==> config.mk <==
export PLATFORM = sky130hd
export DESIGN_NAME = ghst_ram
export DESIGN_NICKNAME = d
export VERILOG_FILES = /design/src/sv/ghst_ram.sv
export SDC_FILE = /design/constraint.sdc
export NUM_CORES = 2
export LEC_CHECK = 0
export BUFFER_PORTS_ARGS = -buffer_cell sky130_fd_sc_hd__buf_2
export CAP_MARGIN = 20
export CORE_MARGIN = 2
export CORE_UTILIZATION = 40
export DETAILED_ROUTE_END_ITERATION = 8
export PLACE_DENSITY = 0.53
export SLEW_MARGIN = 20
export SYNTH_ARGS = -nofsm -noshare
export SYNTH_HDL_FRONTEND = slang
export SYNTH_SLANG_ARGS = --single-unit
==> constraint.sdc <==
create_clock -name clk -period 2.44 [get_ports clk]
set_input_delay 0.122 -clock clk [delete_from_list [all_inputs] [get_ports clk]]
set_output_delay 0.122 -clock clk [all_outputs]
set_load 0.01 [all_outputs]
==> src/sv/ghst_ram.sv <==
// Generic single-port RAM with registered read.
`default_nettype none

module ghst_ram #(
    parameter int WIDTH = 8,
    parameter int DEPTH = 256
) (
    input  logic                     clk,
    input  logic                     we,
    input  logic [$clog2(DEPTH)-1:0] addr,
    input  logic [WIDTH-1:0]         wdata,
    output logic [WIDTH-1:0]         rdata
);

    logic [WIDTH-1:0] mem [DEPTH];
    logic [WIDTH-1:0] rdata_reg;

    always_ff @(posedge clk)
    begin
        if (we)
        begin
            mem[addr] <= wdata;
        end
        rdata_reg <= mem[addr];
    end

    assign rdata = rdata_reg;

endmodule

`default_nettype wire

# Word-level counts from Yosys, hierarchy flattened
# Memories as Yosys holds them, arrays and structs flattened. A register that Yosys moved wholly into a read port is not among the register bits.
# Cells that the tools add are included.
# totals
register_bits	0
ramBits	2048
out_inout_bits	8
word_cells	3
mem_count	1
# memory_table
name	depth	width	rd	rd_clocked_by_memory_dff	wr	line_no	rtl
mem	256	8	1	1	1	15	logic [WIDTH-1:0] mem [DEPTH];
# op_classes
muxes	2
# op_table
operator	count
1-bit 2-to-1 mux	2

# Depth between registers and ports, before layout
# logic_depth
word_depth	2
ltp_mapped	10

# Worst setup path before layout
# No wires, ideal clock.
# synth_path
path_type	input port to flip-flop
from	input port addr[1]
to	memory mem[111][0], enable pin
arrival_time_ns	1.971
required_ns	2.070
setup_slack_ns	0.099
path_stages	9
path_cell_list	buf_2 -> clkbuf_1 -> clkbuf_1 -> nand2_1 -> buf_2 -> nor2_1 -> nand2_1 -> clkbuf_1 -> nor2_1
# synth_lines
element	line_no	rtl
start, declared	10	input logic [$clog2(DEPTH)-1:0] addr,
end, declared	15	
# No word-level cell before the write port.

==> results.txt <==
- Run status: finished clean
* Drt wl/cell: 29.1 µm
* DRC violation count after routing: 0
* Critical Path Start Type: register
* Sink count of the clock tree: 2056
- Total track usage: 0.205
- Yosys mapped the design onto 22 distinct sky130hd cell types.
- Counting flops with a built-in enable in the synthesized netlist gives 2048.
* Number of buffers on the longest clock path: 3
* Met2 wirelength from detailed routing: 98800 µm
- Area share of the largest cell type after synthesis: 0.783
* Crit path setup slack, layout: 0.00851 ns
- The number of global-route vias before repair came to 39800.
- The number of hold violations in the final report came to 0.
- After detailed routing, the total wire length is 203000 µm.
* Pin count of the biggest net entering global routing: 117
* Yosys warns: 0
- In this run, the number of DRC markers left after iteration 0 of detailed routing was 4330.
- Worst Hold Path Cells: 5
- Counting flops with an async set or reset pin after synthesis yields a share of 0.
- After the last flow step, the layout net total stands at 4192.
- Total Negative Setup Slacks: 0 ns
- Pins over their slew limit: 0
- Min-delay worst type: in2reg
- Total half-perimeter wirelength after legalization and detailed placement: 129000 µm
- The critical path is of the reg2reg type.
- After clock tree synthesis, the clock-pin slew on the worst setup and hold paths is 0.06 ns.
* Number of fill cells in the layout: 16000
- In this run the worst setup path begins at mem[185][2].
- Fmax: 411 MHz
- Floorplan core area: 195000 µm²
* Number of iterations in the first detailed-routing pass: 5
- Signal routing reaches up to met4.
- The count of buffers added on input and output ports is 25.
* Layout cells sized above 1: 0.339
- CP max FO: 1
* Mapped Area: 78500 µm²
- The first global-routing pass estimated 293000 µm of wire.
- Area after DPL: 86900 µm²
- Floorplan row count: 162
- Power density relative to cell area: 791 nW/µm²
- With fillers left out, the area of the finished cells amounts to 93900 µm².
* Final estimated routing congestion in global placement: 0.829
* CTS tree: yes
- Buffers inserted during clock tree synthesis total 209.
* Antenna-violating nets left: 0
- In the finished design, the share of the clock period the worst path needs comes to 0.997.
- Setup slack on the worst flop-to-flop path: 0.009 ns
- Post-synthesis sequential element count: 2056
- Insertion delay of the later-clocked pin in the worst-skew pair: 0.84 ns
- Synth Instances: 3547
* Number of failing setup endpoints in the final timing report: 0
* Vias after detailed routing: 38800
- The worst path needs 2.43 ns of the cycle, external delays included.
* Critical path data arrival time: 3.15 ns
- The die is 447 µm tall.
- Congestion Overflow GR: 0
- Fraction of the yosys area taken by sequential cells: 0.786
- Area growth from synthesis to final layout: 19.6%
- The endpoint identified for the worst register-to-register timing path is rdata[2].
- Dpl ws: -1.05 ns
* Max Cap Viol: 0
- The path with the worst hold slack has its endpoint at rdata[4].
* Max-slew headroom: 0.394
- For this block, wires on met1 add up to 88100 µm.
- During I/O placement, the number of pins put on the boundary was 26.
* Max FFs per register: 2048
- Worst Tran Pin Value: 0.906 ns
* Maximum clock skew at final layout: 0.0250 ns
- Lkg Pwr: 29.8 nW
* Post-layout power: 74.3 mW
- Start of the worst register-to-register path: mem[185][2]
* Met3 layer wire length in the routed design: 11900 µm
* Initial cell density of the core: 0.403
- Synth Flop Type: edfxtp_1
* Synth area leader: edfxtp_1
- Clock tree root buffer cell: clkbuf_16
- Clock H-tree levels: 4
* Width of the die: 447 µm
* Depth of the worst register-to-register path: 7
- Once layout is complete, the utilization of the core stands at 0.481.
* Kind of end point of the critical path: register
- The startpoint identified for the worst hold timing path is addr[7].
- Synthesized net count: 3565
* Data required time of the worst path: 3.16 ns
- After synthesis, the cell types taking the most area are edfxtp_1 78%, mux4_2 15%, a22oi_1 2.4%.
- The die covers 200000 µm².
* Syn avg cell area: 22.1 µm²
- VDD sags by at most 0.740 mV.
- Number of antenna violations at the first check in global routing: 5
* Ratio of routed vias to standard cells: 5.56
- Setup repair after global routing missed its margin: false
## worst max-delay path by stage
stage / endpoint / cells past startpoint
after detailed placement: rdata[1] / 10
after global placement: rdata[1] / 10
after floorplan: mem[111][0] / 9
after CTS: rdata[2] / 7
after global routing: rdata[7] / 6
final: rdata[2] / 7
## layer usage
layer | up-vias | GRT usage
li1 | 16400 | -
met1 | 20900 | 0.297
met2 | 1281 | 0.327
met3 | 234 | 0.0312
met4 | 0 | 0.0500
met5 | - | 0
## synthesized netlist by cell type (8+ instances only)
master and instances:
a21oi_1 128, buf_2 36, nor2_1 232, nand4_1 8, nor3_1 30, buf_4 16, mux4_2 512, nand2_1 28
clkbuf_1 145, buf_1 19, dfxtp_1 8, o41ai_1 32, edfxtp_1 2048, buf_6 16, a22oi_1 256, nand3_1 13
## worst max-delay path, stage by stage (launching register included)
cell and delay [ns]:
edfxtp_1 0.38, mux4_2 0.47, a22oi_1 0.20, buf_4 0.15
a21oi_1 0.14, o41ai_2 0.64, buf_4 0.25, nand4_1 0.07
## placed cells by master (no fill, tap or decap), types with 2 or more instances in the layout
cell,synthesis,layout
edfxtp_1,2048,2048
buf_4,16,514
mux4_2,512,512
a22oi_1,256,255
nor2_1,232,231
clkbuf_16,0,211
a21oi_1,128,127
buf_12,0,100
clkinv_1,0,54
clkbuf_1,145,40
clkinv_2,0,32
nor3_1,30,30
nand2_1,28,27
bufinv_16,0,18
buf_2,36,15
o41ai_1,32,14
o41ai_2,0,13
buf_8,0,10
dlygate4sd3_1,0,9
nand4_1,8,8
dfxtp_1,8,8
nand3_1,13,7
clkinvlp_4,0,7
nand3_2,0,6
nor2b_1,7,5
o41ai_4,0,5
inv_6,0,5
nand2b_1,6,4
clkinv_8,0,4
clkinv_16,0,4
diode_2,0,3
clkbuf_8,0,3
nor2b_4,0,2
nand2b_2,0,2
or2_2,2,2
and2_1,3,2
clkinv_4,0,2
inv_16,0,2
## cell type report
cell class	count	area, µm²	area share
Inverter	1	3.75	0.0000400
Sequential cell	2056	61700	0.657
Timing Repair Buffer	648	6180	0.0658
Tap cell	2624	3280	0.0350
Multi-Input combinational cell	1258	16000	0.170
Clock inverter	129	1250	0.0134
Antenna cell	3	7.51	0.0000800
Clock buffer	254	5470	0.0583
## per-stage QoR
step | std cells | hold WS (ns)
final | 6973 | 0.0605
after floorplan | 3547 | 0.221
after global placement | 6578 | 0.406
after detailed placement | 6578 | 0.409
after CTS | 6970 | 0.0241
after global routing | 6971 | 0.00496
## kinds of logic (layout without fill, tap and decap cells)
| kind of cell | Yosys count | after routing | synth area share |
|---|---|---|---|
| flops | 2056 | 2056 | 0.786 |
| buf+inv | 233 | 1032 | 0.0140 |
| other cells | 0 | 3 | 0 |
| mux | 512 | 512 | 0.147 |
| simple gates | 330 | 330 | 0.0173 |
| compound gates | 416 | 416 | 0.0362 |
## power breakdown
group	switching (mW)	internal, mW	total (mW)
clock network	13.6	17.9	31.4
logic	2.29	1.53	3.83
registers	0.0589	38.9	39.0
total	15.9	58.3	74.3
## repair_timing
item / CTS / global route
buffers inserted: 0 / 0
hold buffers: 9 / 0
hold endpoints to repair: 1248 / 0
gates resized for setup: 17 / 5
pin swaps: 0 / 3
endpoints found under the setup margin: 8 / 5
Note: power is estimated with default switching activity, not from simulation.
