==> src/sv/ghst_pkg.sv <==
// Shared types, constants and codes for the generational handle slot table.
`default_nettype none

package ghst_pkg;

    // Table geometry
    localparam int SLOT_COUNT  = 256;
    localparam int ARRAY_DEPTH = 256;
    localparam int SLOT_LIMIT  = (SLOT_COUNT < ARRAY_DEPTH) ? SLOT_COUNT : ARRAY_DEPTH;

    localparam int IDX_W  = 8;
    localparam int GEN_W  = 8;
    localparam int PAY_W  = 32;
    localparam int CNT_W  = 8;
    localparam int STAT_W = 3;
    localparam int MODE_W = 2;
    localparam int ENTRY_W = GEN_W + PAY_W;

    localparam logic [IDX_W:0] SLOT_LIMIT_L = (IDX_W + 1)'(SLOT_LIMIT);

    // Free-slot scan: one window of active flags per cycle
    localparam int SCAN_W      = 16;
    localparam int SCAN_GROUPS = ARRAY_DEPTH / SCAN_W;
    localparam int GROUP_W     = $clog2(SCAN_GROUPS);
    localparam int SEL_W       = $clog2(SCAN_W);

    // Operation codes
    localparam logic [MODE_W-1:0] MODE_REGISTER   = 2'd0;
    localparam logic [MODE_W-1:0] MODE_LOOKUP     = 2'd1;
    localparam logic [MODE_W-1:0] MODE_UNREGISTER = 2'd2;
    localparam logic [MODE_W-1:0] MODE_CLEAR      = 2'd3;

    // Status codes
    localparam logic [STAT_W-1:0] ST_OK      = 3'd0;
    localparam logic [STAT_W-1:0] ST_BAD_ARG = 3'd1;
    localparam logic [STAT_W-1:0] ST_FULL    = 3'd2;
    localparam logic [STAT_W-1:0] ST_INVALID = 3'd3;
    localparam logic [STAT_W-1:0] ST_RANGE   = 3'd4;
    localparam logic [STAT_W-1:0] ST_STALE   = 3'd5;

    typedef struct packed {
        logic [MODE_W-1:0] mode;
        logic [IDX_W-1:0]  handle_index;
        logic [GEN_W-1:0]  handle_gen;
        logic [PAY_W-1:0]  payload;
        logic              name_present;
        logic              factory_present;
    } ghst_in_t;

    typedef struct packed {
        logic [STAT_W-1:0] status;
        logic [IDX_W-1:0]  out_index;
        logic [GEN_W-1:0]  out_gen;
        logic [PAY_W-1:0]  out_payload;
        logic [CNT_W-1:0]  live_count;
    } ghst_out_t;

    typedef struct packed {
        logic start;
        logic step;
    } ghst_scan_ctrl_t;

    typedef struct packed {
        logic             hit;
        logic             last;
        logic [IDX_W-1:0] slot;
    } ghst_scan_stat_t;

    typedef enum logic [2:0] {
        S_IDLE,
        S_SCAN,
        S_READ,
        S_EXEC,
        S_RESP
    } ghst_state_t;

endpackage

`default_nettype wire

==> src/sv/ghst_scan.sv <==
// Iterative free-slot finder: checks one window of active flags per cycle.
`default_nettype none

module ghst_scan (
    input  logic                                clk,
    input  logic                                rst_n,
    input  ghst_pkg::ghst_scan_ctrl_t           ctrl,
    input  logic [ghst_pkg::ARRAY_DEPTH-1:0]    active,
    output ghst_pkg::ghst_scan_stat_t           stat
);
    import ghst_pkg::*;

    logic [GROUP_W-1:0] group_reg;
    logic [GROUP_W-1:0] group_next;
    logic [SCAN_W-1:0]  window;
    logic [SCAN_W-1:0]  free;
    logic [SEL_W-1:0]   sel;
    logic               hit;

    always_comb
    begin
        group_next = group_reg;
        if (ctrl.start)
        begin
            group_next = '0;
        end
        else if (ctrl.step)
        begin
            group_next = group_reg + GROUP_W'(1);
        end
    end

    always_ff @(posedge clk or negedge rst_n)
    begin
        if (!rst_n)
        begin
            group_reg <= '0;
        end
        else
        begin
            group_reg <= group_next;
        end
    end

    assign window = active[group_reg * SCAN_W +: SCAN_W];

    // Slot 0 and slots past the limit never count as free.
    always_comb
    begin
        for (int j = 0; j < SCAN_W; j++)
        begin
            free[j] = !window[j]
                && ({group_reg, SEL_W'(j)} != '0)
                && ({1'b0, group_reg, SEL_W'(j)} < SLOT_LIMIT_L);
        end
    end

    // Lowest free bit in the window.
    always_comb
    begin
        hit = 1'b0;
        sel = '0;
        for (int j = SCAN_W - 1; j >= 0; j--)
        begin
            if (free[j])
            begin
                hit = 1'b1;
                sel = SEL_W'(j);
            end
        end
    end

    assign stat.hit  = hit;
    assign stat.last = (group_reg == GROUP_W'(SCAN_GROUPS - 1));
    assign stat.slot = {group_reg, sel};

endmodule

`default_nettype wire

==> config.mk <==
export PLATFORM = sky130hd
export DESIGN_NAME = ghst_scan
export DESIGN_NICKNAME = d
export VERILOG_FILES = /design/src/sv/ghst_pkg.sv /design/src/sv/ghst_scan.sv
export SDC_FILE = /design/constraint.sdc
export NUM_CORES = 1
export LEC_CHECK = 0
export BUFFER_PORTS_ARGS = -buffer_cell sky130_fd_sc_hd__buf_2
export CAP_MARGIN = 40
export CORE_AREA = 2 2 104 106
export DETAILED_ROUTE_END_ITERATION = 7
export DIE_AREA = 0 0 106 108
export GPL_TIMING_DRIVEN = 0
export SYNTH_ARGS = -nofsm -noshare
export SYNTH_HDL_FRONTEND = slang
export SYNTH_SLANG_ARGS = --single-unit
==> constraint.sdc <==
create_clock -name clk -period 4.1 [get_ports clk]
set_clock_uncertainty 0.05 [all_clocks]
set_input_delay 0.41 -clock clk [delete_from_list [all_inputs] [get_ports clk]]
set_output_delay 0.41 -clock clk [all_outputs]
set_load 0.03 [all_outputs]
; ---- Word-level counts from Yosys, hierarchy flattened
; Index checks and enable logic that the tools add are counted.
[word_totals]
register_bits = 4
wordCells = 42
inputBits = 260
output_inout_bits = 10
[op_classes]
reduce_logical = 4
addsub = 1
n_eq_ne = 1
shift = 1
muxes = 34
[ops]
columns = cell, count
row1 = $shiftx A256 B9 Y16, 1
row2 = $mux W4, 18
row3 = $mux W1, 16
row4 = $add A4 B1 Y4 const B, 1
row5 = $eq A4 B4 Y1 const B, 1
row6 = $reduce_bool A4 Y1, 1
row7 = $reduce_bool A2 Y1, 1
row8 = $logic_and A1 B1 Y1, 1
row9 = $logic_not A1 Y1, 1

; ---- Logic depth before layout (Yosys ltp)
[logic_depth]
depth_word = 17
ltp_mapped = 11
ltp_nobuf = 7

; ---- Worst setup path after synthesis
; No wires, ideal clock.
[synth_timing]
path_kind = register to output
startpoint = register group_reg[0]
endpoint = output port stat[1] (netlist bit)
setup_slack_ps = 776
stages_incl_launch_ff = 11
n_path_buf = 3
t_arrival_ps = 2864
required_ps = 3640
path_cell_list = dfrtp_1 > buf_6 > buf_6 > buf_2 > mux4_2 > mux2i_1 > nor3_1 > a31oi_1 > inv_1 > a21o_1 > a31oi_1
[synth_lines]
columns = element, line_no
row1 = "start, declared", ghst_scan.sv:13  ; logic [GROUP_W-1:0] group_reg;
row2 = "start signal, assigned", ghst_scan.sv:41  ; group_reg <= group_next;
row3 = "end, declared", ghst_scan.sv:9  ; output ghst_pkg::ghst_scan_stat_t stat

==> flow_summary.yaml <==
finish:
  area_growth_pct: 63.51
  drive_above_1_share_pct: 79.96
  final_cell_mix: "276 x buf_2, 61 x mux4_2, 9 x mux2i_1"
  largest_reg_flops: 4
  fin_cells: 590
  mostFrequentLayoutCell: "buf_2"
  nNetsFinal: 718
  diodes: 0
critical_path:
  crit_end: "stat[0]"
  rr_endpoint: "group_reg[3]$_DFFE_PN0P_"
  worstPathRequired_ns: 3.64
  regToRegSetupSlack_ns: 2.02
  arrival_ns: 3.14
  path_class: "reg2out"
  endpoint_kind: "output port"
  crit_start: "group_reg[1]$_DFFE_PN0P_"
  cp_max_fo: 10
  r2r_cells: 5
  cp-start-kind: "flop"
  r2r-start: "group_reg[3]$_DFFE_PN0P_"
global_routing:
  grtUsageTotal_pct: 18.98
  grt_pass1_vias: 3135
  antenna_found_initial: 0
  grt_pass1_wl_um: 16710
  grt_start_max_net_pins: 11
  grt_overflow: 0
detailed_routing:
  drc: 0
  drt-initial-drc-count: 94
  wl_per_cell_um: 19.04
  viasPerCell: 4.998
  wirelength_um: 11230
  drtPass1Iterations: 4
  num_vias: 2949
  drtAntennaViolNets: 0
clock_tree:
  clkSlewWorstSetupHoldPaths_ns: 0.03
  clock_sinks: 4
  clock_latency_ns: 0.22
  cts_made_buffers: 3
  post_cts_resized: 0
  holdBufCountCts: 1
  cts.path.max_buffers: 2
  cts_setup_buffers: 0
  htreeDepth: 1
  cts_tree: "done"
  root_buffer: "clkbuf_8"
yosys:
  async_reset_ff_share_pct: 100.0
  synthesis.instances: 181
  ys_types: 44
  yosysSeqAreaShare_pct: 4.055
  synth_area_um2: 2469
  syn-num-nets: 443
  ys_ff_latch: 4
  ys_warn_count: 0
  syn_avg_cell_area_um2: 13.64
  synth-edff-count: 0
  synth_ff_type: "dfrtp_1"
power_and_ir_drop:
  internal-power_mw: 0.4064
  clock_power_share_pct: 13.0
  cellLeakagePower_nw: 1.882
  p_total_mw: 0.6478
  sw_frac_of_total_pct: 37.27
  power.net_switching_mw: 0.2414
  peakVddDrop_mv: 0.07988
  pwr-share-comb_pct: 79.9
  power_density_nw_per_um2: 160.5
  seq_power_share_pct: 7.0
timing:
  rsz0062_at_grt: "no"
  slew_viol_final: 0
  max_freq_mhz: 278.2
  relSlewSlack_pct: 63.29
  setup_violations: 0
  finalSetupTns_ns: 0
  fin_crit_ns: 3.595
  fin_hold_ws_ns: 0.3275
  worst_slew_pin_slew_ns: 0.5506
  period_share_pct: 87.68
  hold_viol: 0
place:
  dp.cells: 586
  hpwlAfterDp_um: 9939
  port-buffer-count: 269
  gp_congestion: 0.7649
worst_hold_path:
  min_from: "ctrl[1]"
  hp-class: "in2reg"
job:
  drv_cap: 0
status:
  status: "finished clean"
floorplanning:
  dieArea_um2: 11450
  dieHeight_um: 108
  dieWidth_um: 106
  coreArea_um2: 10230
  io-pin-count: 270
  initial_utilization_pct: 24.13
  num_rows: 37
synthesized netlist by cell type (2+ instances only):
cell type	instances	share of area (%)
mux4_2	61	56
a31oi_1	4	1.0
nand2_1	5	0.76
mux2_2	8	3.6
a22oi_1	2	0.61
a221oi_2	2	1.2
o21ai_0	2	0.41
mux2i_1	9	3.6
buf_2	7	1.4
nor2_1	8	1.2
buf_6	5	2.3
nor3_1	5	1.0
mux4_1	8	8.5
o21ai_1	2	0.41
nand3_1	2	0.41
a21oi_1	2	0.41
xor2_1	2	0.71
clkbuf_1	3	0.46
a22o_1	2	0.71
ha_1	2	1.0
nand4_1	3	0.76
nor2b_1	4	1.0
o31ai_1	2	0.61
and3_1	2	0.51
dfrtp_1	4	4.1
buf_4	5	1.5
inv_1	3	0.46
worst max-delay path, stage by stage (launching register included):
cell      delay [ns]
dfrtp_1         0.51
buf_6           0.22
buf_2           0.26
buf_2           0.32
mux4_2          0.34
a22oi_1         0.18
nand2_1         0.17
a21boi_1        0.28
a32oi_1         0.14
o21ai_1         0.13
and3b_1         0.17
buf_2           0.20
per-stage QoR:
stage          utilization [%]  cell area, um^2  worst slack, ns
2_1_floorplan                -             2469           0.7757
3_3_place_gp             38.95             3985           0.7509
3_5_place_dp             38.95             3985           0.6943
4_1_cts                  39.45             4036           0.4646
5_1_grt                  39.45             4036           0.2720
6_report                 39.45             4036           0.5049
power by group through the flow:
stage | clock, mW | combinational (mW) | sequential, mW
floorplan | 0 | 0.318 | 0.0495
global placement | 0 | 0.512 | 0.0460
detailed placement | 0 | 0.523 | 0.0463
CTS | 0.0842 | 0.525 | 0.0458
global route | 0.0875 | 0.562 | 0.0463
finish | 0.0843 | 0.518 | 0.0456
layout make-up:
type	instances	area, um^2
timing repair buffer	270	1356
sequential	4	100.1
multi-input combinational	152	2193
clock buffer	3	41.29
fill	1027	6195
buffer	21	160.2
tap	136	170.2
inverter	4	15.01
how the worst min path moves through the flow:
stage	end	slack (ns)	cells after the start
floorplan	group_reg[0]$_DFFE_PN0P_	0.06	0
finish	group_reg[3]$_DFFE_PN0P_	0.33	2
detailed placement	group_reg[2]$_DFFE_PN0P_	0.17	1
global placement	group_reg[3]$_DFFE_PN0P_	0.16	1
CTS	group_reg[3]$_DFFE_PN0P_	0.33	2
global route	group_reg[3]$_DFFE_PN0P_	0.34	2
logic make-up (layout without fill, tap and decap cells):
logic type                 count (synthesis)  in the layout  share of synthesized area, %
xor gates and xnor gates                   3              3                         1.065
AOI/OAI and AO/OA                         23             23                         6.944
and+or+nand+nor                           38             38                         8.364
adders and majority gates                  2              2                         1.014
buffers and inverters                     25            298                         7.095
DFF                                        4              4                         4.055
muxes                                     86             86                         71.47
layer usage:
layer / global-route usage, % / up-vias / routed length [um]
li1: - / 1363 / -
met2: 36.08 / 158 / 5981
met1: 23.30 / 1416 / 4424
met4: 3.383 / 0 / 151
met3: 2.291 / 12 / 676
met5: 0 / - / 0
Note: power is estimated with default switching activity, not from simulation.
